## src/sv/tsa_pkg.sv

```systemverilog
// ----------------------------------------------------------------------------
// tsa_pkg
// Shared types and constants for the trip statistics accumulator: item
// structs, op codes, controller/datapath command and status groups.
// ----------------------------------------------------------------------------
`default_nettype none

package tsa_pkg;

  // default counter widths
  localparam int DIST_BITS_DEF = 40;
  localparam int TIME_BITS_DEF = 32;

  // output field widths
  localparam int OUT_DIST_W = 40;
  localparam int OUT_TIME_W = 32;
  localparam int SPEED_W    = 8;
  localparam int MS_W       = 24;
  localparam int OP_W       = 2;

  // op codes
  localparam logic [OP_W-1:0] OP_UPDATE = 2'd0;
  localparam logic [OP_W-1:0] OP_CLEAR  = 2'd1;
  localparam logic [OP_W-1:0] OP_READ   = 2'd2;

  // unit conversion constants
  localparam int MS_PER_S   = 1000;   // ms per second
  localparam int KMH_MS_DIV = 3600;   // km/h * ms / 3600 = metres
  localparam int MIN_MS     = 1000;   // shorter updates are ignored

  // constant divides by reciprocal multiplication
  // prod / 3600 = (((prod >> 4) * DIST_RECIP) >> 36), exact for prod < 2^32
  // ms / 1000   = (((ms >> 3) * SEC_RECIP) >> 28), exact for ms < 2^24
  localparam int PROD_W     = SPEED_W + MS_W;      // speed * ms
  localparam int QUO_W      = 21;                  // quotient bits for prod / 3600
  localparam int DIST_PRE   = 4;
  localparam int DIST_SHIFT = 36;
  localparam logic [28:0] DIST_RECIP = 29'd305419897;
  localparam int SEC_PRE    = 3;
  localparam int SEC_SHIFT  = 28;
  localparam logic [21:0] SEC_RECIP  = 22'd2147484;

  // serial divider for the average: one quotient bit per cycle
  localparam int AVG_STEPS  = SPEED_W + 1;         // 8 bits plus overflow bit
  localparam int AVG_CNT_W  = $clog2(AVG_STEPS);

  typedef struct packed {
    logic [OP_W-1:0]    op;
    logic [SPEED_W-1:0] veh_speed;
    logic [MS_W-1:0]    elapsed_ms;
  } in_item_t;

  typedef struct packed {
    logic [OUT_DIST_W-1:0] odo_dist;
    logic [OUT_DIST_W-1:0] trip_m;
    logic [OUT_TIME_W-1:0] run_secs;
    logic [OUT_TIME_W-1:0] trip_time_s;
    logic [SPEED_W-1:0]    top_speed;
    logic [SPEED_W-1:0]    mean_speed;
  } out_item_t;

  // controller to datapath
  typedef struct packed {
    logic load;
    logic div_step;
    logic acc;
    logic clr;
    logic prep1;
    logic prep2;
    logic avg_step;
    logic avg_fin;
    logic snap;
  } cmd_t;

  // datapath to controller
  typedef struct packed {
    logic upd;
    logic clr;
  } sts_t;

endpackage

`default_nettype wire

```

## src/sv/tsa_dp.sv

```systemverilog
// ----------------------------------------------------------------------------
// tsa_dp
// Datapath: input capture, product, reciprocal divides for distance and
// seconds, serial divider for average speed, saturating counters and the
// result register.
// ----------------------------------------------------------------------------
`default_nettype none

module tsa_dp #(
  parameter int DIST_BITS = tsa_pkg::DIST_BITS_DEF,
  parameter int TIME_BITS = tsa_pkg::TIME_BITS_DEF
) (
  input  wire                 clk,
  input  wire                 rst_n,
  input  tsa_pkg::in_item_t   in_data,
  input  tsa_pkg::cmd_t       cmd,
  output tsa_pkg::sts_t       sts,
  output tsa_pkg::out_item_t  out_data
);
  import tsa_pkg::*;

  // average divider widths: numerator 36*D + 5*T, divisor 10*T shifted by 8
  localparam int NUM_W = ((DIST_BITS + 6 > TIME_BITS + 3) ? DIST_BITS + 6 : TIME_BITS + 3) + 1;
  localparam int DEN_W = TIME_BITS + 12;
  localparam int CW    = (NUM_W > DEN_W) ? NUM_W : DEN_W;

  // reciprocal product widths
  localparam int DPRD_W = DIST_SHIFT + QUO_W;
  localparam int SPRD_W = SEC_SHIFT + QUO_W;

  // item class flags
  logic upd_r, clr_r;

  // captured item and constant-divide quotients
  logic [SPEED_W-1:0]   spd_r;
  logic [MS_W-1:0]      ms_r;
  logic [PROD_W-1:0]    pr_r;
  logic [QUO_W-1:0]     dq_r, sq_r;
  logic [DPRD_W-1:0]    dist_prod;
  logic [SPRD_W-1:0]    sec_prod;

  // architectural counters
  logic [DIST_BITS-1:0] odo_r, trip_r;
  logic [TIME_BITS-1:0] run_r, trip_s_r;
  logic [SPEED_W-1:0]   peak_r, mean_r;

  // average divider
  logic [CW-1:0]        num_r, dv_r, t5_r;
  logic [AVG_STEPS-1:0] aq_r;

  // result register
  out_item_t out_r;

  // saturating sums
  logic [DIST_BITS:0]   odo_sum, trip_sum;
  logic [TIME_BITS:0]   run_sum, trip_s_sum;
  logic [63:0]          odo_w, trip_w, run_w, trip_s_w;
  logic [SPEED_W-1:0]   avg_q;

  // distance and seconds by reciprocal multiplication
  assign dist_prod = DPRD_W'(pr_r[PROD_W-1:DIST_PRE]) * DPRD_W'(DIST_RECIP);
  assign sec_prod  = SPRD_W'(ms_r[MS_W-1:SEC_PRE]) * SPRD_W'(SEC_RECIP);

  assign odo_sum    = {1'b0, odo_r}    + (DIST_BITS+1)'(dq_r);
  assign trip_sum   = {1'b0, trip_r}   + (DIST_BITS+1)'(dq_r);
  assign run_sum    = {1'b0, run_r}    + (TIME_BITS+1)'(sq_r);
  assign trip_s_sum = {1'b0, trip_s_r} + (TIME_BITS+1)'(sq_r);

  // clamp quotient to the trip peak
  always_comb begin
    if (aq_r[AVG_STEPS-1]) begin
      avg_q = peak_r;
    end else if (aq_r[SPEED_W-1:0] > peak_r) begin
      avg_q = peak_r;
    end else begin
      avg_q = aq_r[SPEED_W-1:0];
    end
  end

  // widen to 64 then take the field width
  assign odo_w    = 64'(odo_r);
  assign trip_w   = 64'(trip_r);
  assign run_w    = 64'(run_r);
  assign trip_s_w = 64'(trip_s_r);

  assign sts.upd  = upd_r;
  assign sts.clr  = clr_r;
  assign out_data = out_r;

  // capture and constant divide
  always_ff @(posedge clk) begin
    if (cmd.load) begin
      upd_r <= (in_data.op == OP_UPDATE) && (in_data.elapsed_ms >= MS_W'(MIN_MS)) &&
               (in_data.veh_speed != '0);
      clr_r <= (in_data.op == OP_CLEAR);
      spd_r <= in_data.veh_speed;
      ms_r  <= in_data.elapsed_ms;
      pr_r  <= PROD_W'(in_data.veh_speed) * PROD_W'(in_data.elapsed_ms);
    end else if (cmd.div_step) begin
      dq_r <= dist_prod[DPRD_W-1:DIST_SHIFT];
      sq_r <= sec_prod[SPRD_W-1:SEC_SHIFT];
    end
  end

  // average speed divider
  always_ff @(posedge clk) begin
    if (cmd.prep1) begin
      num_r <= (CW'(trip_r) << 5) + (CW'(trip_r) << 2);
      t5_r  <= (CW'(trip_s_r) << 2) + CW'(trip_s_r);
    end else if (cmd.prep2) begin
      num_r <= num_r + t5_r;
      dv_r  <= t5_r << (AVG_STEPS);
      aq_r  <= '0;
    end else if (cmd.avg_step) begin
      if (num_r >= dv_r) begin
        num_r <= num_r - dv_r;
        aq_r  <= {aq_r[AVG_STEPS-2:0], 1'b1};
      end else begin
        aq_r  <= {aq_r[AVG_STEPS-2:0], 1'b0};
      end
      dv_r <= dv_r >> 1;
    end
  end

  // trip counters, saturating
  always_ff @(posedge clk) begin
    if (!rst_n) begin
      odo_r    <= '0;
      trip_r   <= '0;
      run_r    <= '0;
      trip_s_r <= '0;
      peak_r   <= '0;
      mean_r   <= '0;
    end else if (cmd.acc) begin
      odo_r    <= odo_sum[DIST_BITS]    ? '1 : odo_sum[DIST_BITS-1:0];
      trip_r   <= trip_sum[DIST_BITS]   ? '1 : trip_sum[DIST_BITS-1:0];
      run_r    <= run_sum[TIME_BITS]    ? '1 : run_sum[TIME_BITS-1:0];
      trip_s_r <= trip_s_sum[TIME_BITS] ? '1 : trip_s_sum[TIME_BITS-1:0];
      if (spd_r > peak_r) begin
        peak_r <= spd_r;
      end
    end else if (cmd.clr) begin
      trip_r   <= '0;
      run_r    <= '0;
      trip_s_r <= '0;
      peak_r   <= '0;
      mean_r   <= '0;
    end else if (cmd.avg_fin) begin
      if (trip_s_r != '0) begin
        mean_r <= avg_q;
      end
    end
  end

  // result snapshot
  always_ff @(posedge clk) begin
    if (cmd.snap) begin
      out_r.odo_dist    <= odo_w[OUT_DIST_W-1:0];
      out_r.trip_m      <= trip_w[OUT_DIST_W-1:0];
      out_r.run_secs    <= run_w[OUT_TIME_W-1:0];
      out_r.trip_time_s <= trip_s_w[OUT_TIME_W-1:0];
      out_r.top_speed   <= peak_r;
      out_r.mean_speed  <= mean_r;
    end
  end

endmodule

`default_nettype wire

```

## src/sv/tsa_ctrl.sv

```systemverilog
// ----------------------------------------------------------------------------
// tsa_ctrl
// Controller: sequences one item through capture, then for an update division,
// counter update and average computation, for a clear the trip clear, and hand-off.
// ----------------------------------------------------------------------------
`default_nettype none

module tsa_ctrl (
  input  wire             clk,
  input  wire             rst_n,
  input  wire             in_valid,
  output logic            in_stall,
  output logic            out_valid,
  input  wire             out_stall,
  input  tsa_pkg::sts_t   sts,
  output tsa_pkg::cmd_t   cmd
);
  import tsa_pkg::*;

  typedef enum logic [3:0] {
    S_IDLE,
    S_DISP,
    S_DIV,
    S_ACC,
    S_PREP1,
    S_PREP2,
    S_AVG,
    S_FIN,
    S_CLR,
    S_DONE
  } state_t;

  state_t               state_r;
  logic [AVG_CNT_W-1:0] cnt_r;
  logic                 out_valid_r;
  logic                 can_out;

  assign can_out   = !out_valid_r || !out_stall;
  assign in_stall  = !rst_n || (state_r != S_IDLE);
  assign out_valid = out_valid_r;

  // command decode per state
  always_comb begin
    cmd          = '0;
    cmd.load     = (state_r == S_IDLE) && in_valid;
    cmd.div_step = (state_r == S_DIV);
    cmd.acc      = (state_r == S_ACC);
    cmd.clr      = (state_r == S_CLR);
    cmd.prep1    = (state_r == S_PREP1);
    cmd.prep2    = (state_r == S_PREP2);
    cmd.avg_step = (state_r == S_AVG);
    cmd.avg_fin  = (state_r == S_FIN);
    cmd.snap     = (state_r == S_DONE) && can_out;
  end

  // state, step counter and output valid
  always_ff @(posedge clk) begin
    if (!rst_n) begin
      state_r     <= S_IDLE;
      cnt_r       <= '0;
      out_valid_r <= 1'b0;
    end else begin
      // result valid: raised at hand-off, dropped once taken
      if ((state_r == S_DONE) && can_out) begin
        out_valid_r <= 1'b1;
      end else if (out_valid_r && !out_stall) begin
        out_valid_r <= 1'b0;
      end
      unique case (state_r)
        S_IDLE: begin
          if (in_valid) begin
            state_r <= S_DISP;
          end
        end
        S_DISP: begin
          priority if (sts.upd) begin
            state_r <= S_DIV;
          end else if (sts.clr) begin
            state_r <= S_CLR;
          end else begin
            state_r <= S_DONE;
          end
        end
        S_DIV: begin
          state_r <= S_ACC;
        end
        S_ACC: begin
          state_r <= S_PREP1;
        end
        S_PREP1: begin
          state_r <= S_PREP2;
        end
        S_PREP2: begin
          cnt_r   <= '0;
          state_r <= S_AVG;
        end
        S_AVG: begin
          cnt_r <= cnt_r + AVG_CNT_W'(1);
          if (cnt_r == AVG_CNT_W'(AVG_STEPS - 1)) begin
            state_r <= S_FIN;
          end
        end
        S_FIN: begin
          state_r <= S_DONE;
        end
        S_CLR: begin
          state_r <= S_DONE;
        end
        S_DONE: begin
          if (can_out) begin
            state_r <= S_IDLE;
          end
        end
        default: begin
          state_r <= S_IDLE;
        end
      endcase
    end
  end

endmodule

`default_nettype wire

```

## src/sv/trip_statistics_accumulator_unit.sv

```systemverilog
// ----------------------------------------------------------------------------
// trip_statistics_accumulator_unit
// Vehicle trip computer: odometer, trip distance, run times, peak and
// average speed, updated by one item at a time.
// ----------------------------------------------------------------------------
// update item: dispatch, constant divide, counter update, average preparation,
//   the 9-step average divider and finish, then result hand-off
// trip-clear item: dispatch, clear, hand-off; read item: dispatch, hand-off
// one item in flight at a time, the next accepted only after hand-off
// reset: rst_n synchronous, clears all counters, peak and average to zero
// ----------------------------------------------------------------------------
`default_nettype none

module trip_statistics_accumulator_unit #(
  parameter int DIST_BITS = tsa_pkg::DIST_BITS_DEF,
  parameter int TIME_BITS = tsa_pkg::TIME_BITS_DEF
) (
  input  wire                 clk,
  input  wire                 rst_n,
  input  wire                 in_valid,
  output logic                in_stall,
  input  tsa_pkg::in_item_t   in_data,
  output logic                out_valid,
  input  wire                 out_stall,
  output tsa_pkg::out_item_t  out_data
);
  import tsa_pkg::*;

  cmd_t cmd;
  sts_t sts;

  // sequencer
  tsa_ctrl u_ctrl (
    .clk       (clk),
    .rst_n     (rst_n),
    .in_valid  (in_valid),
    .in_stall  (in_stall),
    .out_valid (out_valid),
    .out_stall (out_stall),
    .sts       (sts),
    .cmd       (cmd)
  );

  // arithmetic and state
  tsa_dp #(
    .DIST_BITS (DIST_BITS),
    .TIME_BITS (TIME_BITS)
  ) u_dp (
    .clk      (clk),
    .rst_n    (rst_n),
    .in_data  (in_data),
    .cmd      (cmd),
    .sts      (sts),
    .out_data (out_data)
  );

endmodule

`default_nettype wire

```

## config.mk

```make
export PLATFORM = sky130hd
export DESIGN_NAME = trip_statistics_accumulator_unit
export DESIGN_NICKNAME = d
export VERILOG_FILES = /design/src/sv/tsa_pkg.sv /design/src/sv/tsa_dp.sv /design/src/sv/tsa_ctrl.sv /design/src/sv/trip_statistics_accumulator_unit.sv
export SDC_FILE = /design/constraint.sdc
export NUM_CORES = 2
export LEC_CHECK = 0
export BUFFER_PORTS_ARGS = -buffer_cell sky130_fd_sc_hd__buf_2
export CAP_MARGIN = 20
export CELL_PAD_IN_SITES_DETAIL_PLACEMENT = 2
export CELL_PAD_IN_SITES_GLOBAL_PLACEMENT = 2
export CORE_ASPECT_RATIO = 0.5
export CORE_UTILIZATION = 35
export CTS_CLUSTER_DIAMETER = 50
export DETAILED_ROUTE_END_ITERATION = 10
export GPL_TIMING_DRIVEN = 0
export PLACE_DENSITY = 0.72
export SYNTH_ARGS = -nofsm -noshare
export SYNTH_HDL_FRONTEND = slang
export SYNTH_SLANG_ARGS = --single-unit
export TNS_END_PERCENT = 50
```

## constraint.sdc

```tcl
create_clock -name clk -period 9.4 [get_ports clk]
set_input_delay 0.47 -clock clk [delete_from_list [all_inputs] [get_ports clk]]
set_output_delay 0.47 -clock clk [all_outputs]
set_load 0.03 [all_outputs]
```

After elaboration in Yosys (flattened, before gate mapping) --
Cells that the tools add are included.
Storage, ports and cells: register bits 581, bits in latches 0, memory bits (writable) 0, bits in read-only memories 0, input bits 38, output and inout bits 162, logic and storage cells 124, memories kept 0
Operators by class: $add $sub $neg 9, multipliers 3, divide/modulo/power cells 0, magnitude comparators 4, equality and inequality tests 15, shift-type cells 0, mux-type cells 34, bitwise operators 3, reduce and logical (&&, ||, !) cells 29
Operators by type and width (count):
- 2-to-1 mux 47 bit | 6
- 2-to-1 mux 32 bit | 5
- 2-to-1 mux 40 bit | 4
- adder 40 x 21 -> 41 bit | 2
- adder 32 x 15 -> 33 bit | 2
- 2-to-1 mux 8 bit | 8
- multiplier 28 x 29 -> 57 bit (second input constant) | 1
- adder 47 bit | 1
- >= comparator 47 bit | 1
- subtractor 47 bit | 1
- adder 45 x 42 -> 46 bit | 1
- multiplier 21 x 20 -> 41 bit (second input constant) | 1
- case mux 4 bit (9 select lines) | 1
- adder 34 x 32 -> 35 bit | 1
- multiplier 8 x 24 -> 32 bit | 1
- nonzero test 32 bit | 1
- >= comparator 24 x 10 -> 1 bit (second input constant) | 1
- equality test 4 x 3 -> 1 bit (second input constant) | 4
- > comparator 8 bit | 2
- 2-to-1 mux 4 bit | 4
- equality test 4 bit (second input constant) | 3
- nonzero test 2 bit | 5
- 2-to-1 mux 9 bit | 1
- equality test 4 x 2 -> 1 bit (second input constant) | 2
- other kinds (19) | 38

Logic depth before layout (Yosys ltp) --
depth in word-level cells 6, mapped depth 25, depth with buffers taken out 25

By module --
A second synthesis with hierarchy kept.
Unflattened totals: cell total of the unflattened synthesis 5746, area, all modules 56142.6 um^2
Modules (own cells, without submodules):
- tsa_dp | times used 1, cells an instance 5663, area each 55493.2 um^2, sequential area each 14914.3 um^2
- tsa_ctrl | times used 1, cells an instance 83, area each 649.4 um^2, sequential area each 180.2 um^2

Least setup slack after synthesis --
No wires, ideal clock.
path kind reg2reg, start point register u_ctrl.state_r[1], end point register u_dp.out_r, in the netlist u_dp.out_data[0] (enable), library setup time 682 ps, arrival time 7454 ps, data required time 8718 ps, path slack 1265 ps, stages on the path, launching flop included 5, clock period less this slack 8135 ps, cells stage by stage dfxtp_1 -> clkbuf_1 -> nor2_1 -> nand2_1 -> nor2_1
RTL lines:
- start: declaration | line tsa_ctrl.sv:33 | state_t state_r;
- start signal: assignment | line tsa_ctrl.sv:59 | state_r <= S_IDLE;
- start signal: assignment | line tsa_ctrl.sv:72 | state_r <= S_DISP;
- start signal: assignment | line tsa_ctrl.sv:77 | state_r <= S_DIV;
- end: declaration | line tsa_dp.sv:52 | out_item_t out_r;

Final worst setup path --
start point register u_dp.pr_r[21], end point register u_dp.dq_r[17] (data pin)
On the way: longest elaborated chain between the ends 1
RTL lines:
- start: declaration | line tsa_dp.sv:37 | logic [PROD_W-1:0] pr_r;
- start signal: assignment | line tsa_dp.sv:98 | pr_r <= PROD_W'(in_data.veh_speed) * PROD_W'(in_data.elapsed_ms);
- multiplier 28 x 29 -> 57 bit | line tsa_dp.sv:61 | assign dist_prod = DPRD_W'(pr_r[PROD_W-1:DIST_PRE]) * DPRD_W'(DIST_RECIP);
- named net u_dp.dist_prod[53] | line tsa_dp.sv:39 | logic [DPRD_W-1:0] dist_prod;
- end signal: assignment | line tsa_dp.sv:100 | dq_r <= dist_prod[DPRD_W-1:DIST_SHIFT];
- end: declaration | line tsa_dp.sv:38 | logic [QUO_W-1:0] dq_r, sq_r;
The timed path passes the listed nets, and every way through them passes these cells. A chain may end at the register's enable or synchronous reset.

==> results.ini <==
[cells_and_area]
nFillCells=16800
fin_cells=8155
final_util_pct=39.8
nets=7331
drive_above_1_share_pct=6.70
area_growth_pct=12.1
final_area_um2=62000

[critical_path]
path_max_fanout=11
critPathCaptureType=flop
required_ps=9790
reg2reg_depth=25
start_kind=flop
path_class=flop to flop
arrival_ps=8580

[synth]
yosys-top-cells-count=inv_1 (909), ha_1 (781), fa_1 (502)
syn_avg_cell_area_um2=9.70
yosys_warnings=0
synth_top_area_cell=edfxtp_1
synthArstFlopShare_pct=0
synth-xor-area-share_pct=4.18
syn_nets=7020
synthTopCellsByArea=edfxtp_1 (21%), fa_1 (18%), ha_1 (18%)
yosysSeqAreaShare_pct=27.3
syn_area_um2=55300
yosys_register_bits=559
synth_edf_count=390
synth_top_area_share_pct=21.2
synth_mux_area_share_pct=0.344
yosys.area_share.adder_pct=35.9
synth_top_family_by_area=adder cells
synthSimpleGateAreaFrac_pct=11.0
ys_types=87
synth_most_common_cell=inv_1
synth_ff_type=edfxtp_1
synth_compound_area_share_pct=14.0
synth_cells=5699

[die]
die_h_um=283
core_um2=156000
io_pins=200
chipWidth_um=564
die_area_um2=160000
core.rowCount=102
initial_core_util_pct=35.5

[status]
outcome=finished clean

[place]
io_buffers=198
dp.cells=7992
place_area_um2=59200
gp_congestion=0.894
post-dp-hpwl_um=164000

[clocking]
cts-root-buf=clkbuf_16
cts_tree=done
htreeDepth=3
cts_sinks=559
post_cts_buffers=0
cts_buffers=76
clock_latency_ps=690
cts_buffer_depth=3
clk_pin_slew_ps=60

[routing]
vias=44200
drcViolationCount=0
drt-vias-per-instance=5.42
first_pass_iters=5
drtIter0Drc=2076
wl_per_cell_um=24.7
wirelength_um=201000
detail-route-antenna-nets=0

[flow_run]
drv_cap=0

[grt]
antenna_found_initial=5
grt-ovfl-total=0
grt_pass1_vias=50600
grt_max_degree=60
track_usage_pct=25.3
grt_pass1_wl_um=310000

[sta]
worst_pin_slew_ps=1190
rsz0062_at_grt=no
fin_worst_skew_ps=43.7
hold_viol_final=0
period_needed_ps=8180
finalCritPeriodShare_pct=87.1
finalMaxSlewViolations=0
timing.fmax_mhz=122
max_slew_margin_pct=20.7
tns_ps=0
setup_violations=0

[hold_path]
hold_path.class=input pin to flop
holdPathStages=1

path summary, 6_finish.rpt:
kind | from | end | slack, ps
setup / recovery | u_dp.pr_r[21]$_DFFE_PP_ | u_dp.dq_r[17]$_DFFE_PP_ | 1220
hold / removal | in_data[31] | u_dp.spd_r[7]$_DFFE_PP_ | 100
setup reg to reg | u_dp.pr_r[21]$_DFFE_PP_ | u_dp.dq_r[17]$_DFFE_PP_ | 1220
hold reg to reg | u_dp.mean_r[0]$_SDFFE_PN0P_ | u_dp.out_data[0]$_DFFE_PP_ | 440
worst max-delay path: stages, from the launching register on:
cell and delay, ps:
edfxtp_1 840, inv_1 100, ha_1 380, inv_1 70, fa_1 480, inv_1 50
fa_1 500, inv_1 60, fa_1 600, inv_1 70, fa_1 470, fa_1 510
inv_1 50, fa_1 440, ha_1 320, nand4_1 250, nor2_1 210, a2111oi_0 90
o31ai_1 600, a22oi_1 390, o31ai_1 470, o211ai_1 230, a21oi_1 270, a21oi_1 150
o21bai_1 180, xor2_1 100
stage by stage:
step	setup WS [ps]	hold slack, ps
2_1_floorplan	1260	408
3_3_place_gp	-2050	420
3_5_place_dp	1290	419
4_1_cts	1260	64.4
5_1_grt	823	57.2
6_report	1220	97.7
metal layers:
metal	wire length [um]	GRT usage [%]	vias up
li1	-	-	20200
met1	86700	31.6	22900
met2	101000	45.3	775
met3	6000	2.56	349
met4	7720	8.92	0
met5	0	0	-
flip-flops by register name, indices dropped and copies added, names as in the netlist, 8 cells and up:
register	count
u_dp.out_data	160
u_dp.num_r	47
u_dp.dv_r	44
u_dp.odo_r	40
u_dp.trip_r	40
u_dp.t5_r	35
u_dp.run_r	32
u_dp.trip_s_r	32
u_dp.pr_r	28
u_dp.dq_r	21
u_dp.ms_r	21
u_dp.sq_r	15
u_dp.aq_r	9
u_dp.mean_r	8
u_dp.peak_r	8
u_dp.spd_r	8
cell families after synthesis:
logic type                 after synthesis
xor gates and xnor gates               264
adders and majority gates             1283
DFF                                    559
buffers and inverters                 1082
muxes                                   19
and+or+nand+nor                       1263
AOI/OAI and AO/OA                     1229
repair_timing:
item	CTS	global route
gates resized for setup	0	0
endpoints found under the hold margin	19	0
hold buffers	19	0
endpoints found under the setup margin	0	0
area by class of cell:
| class | count | area (um^2) | share of cell area (%) |
|---|---|---|---|
| tap | 2080 | 2600 | 4.20 |
| buffer | 172 | 662 | 1.07 |
| multi-input combinational | 4058 | 36200 | 58.3 |
| inverter | 910 | 3420 | 5.51 |
| clock buffer | 95 | 2060 | 3.32 |
| sequential | 559 | 15100 | 24.4 |
| clock inverter | 47 | 536 | 0.864 |
| antenna | 1 | 2.50 | 0.00404 |
| timing repair buffer | 233 | 1460 | 2.35 |
cell usage in the layout (no fill, tap or decap), types with 14 or more instances in the layout:
cell type and instances:
nand4_1 51, o21bai_1 31, a211oi_1 71, dlygate4sd3_1 19, mux2i_1 19, o31ai_1 17, nor2b_1 34, nand2_1 407
edfxtp_1 390, a21o_1 137, ha_1 781, fa_1 502, o211ai_1 25, a31oi_1 38, xor2_1 107, a21oi_1 395
or3_1 22, and2_1 113, nor3_1 66, buf_2 206, o21a_1 45, and3_1 50, clkbuf_16 78, nor4_1 24
nor2_1 268, o21ai_0 290, inv_6 14, nand3_1 112, dfxtp_1 169, inv_1 909, clkbuf_1 160, or2_2 24
nand2b_1 49, xnor2_1 157
Power is not shown: default switching activity piles up to over one toggle a cycle in this logic, so the estimate is an artifact.
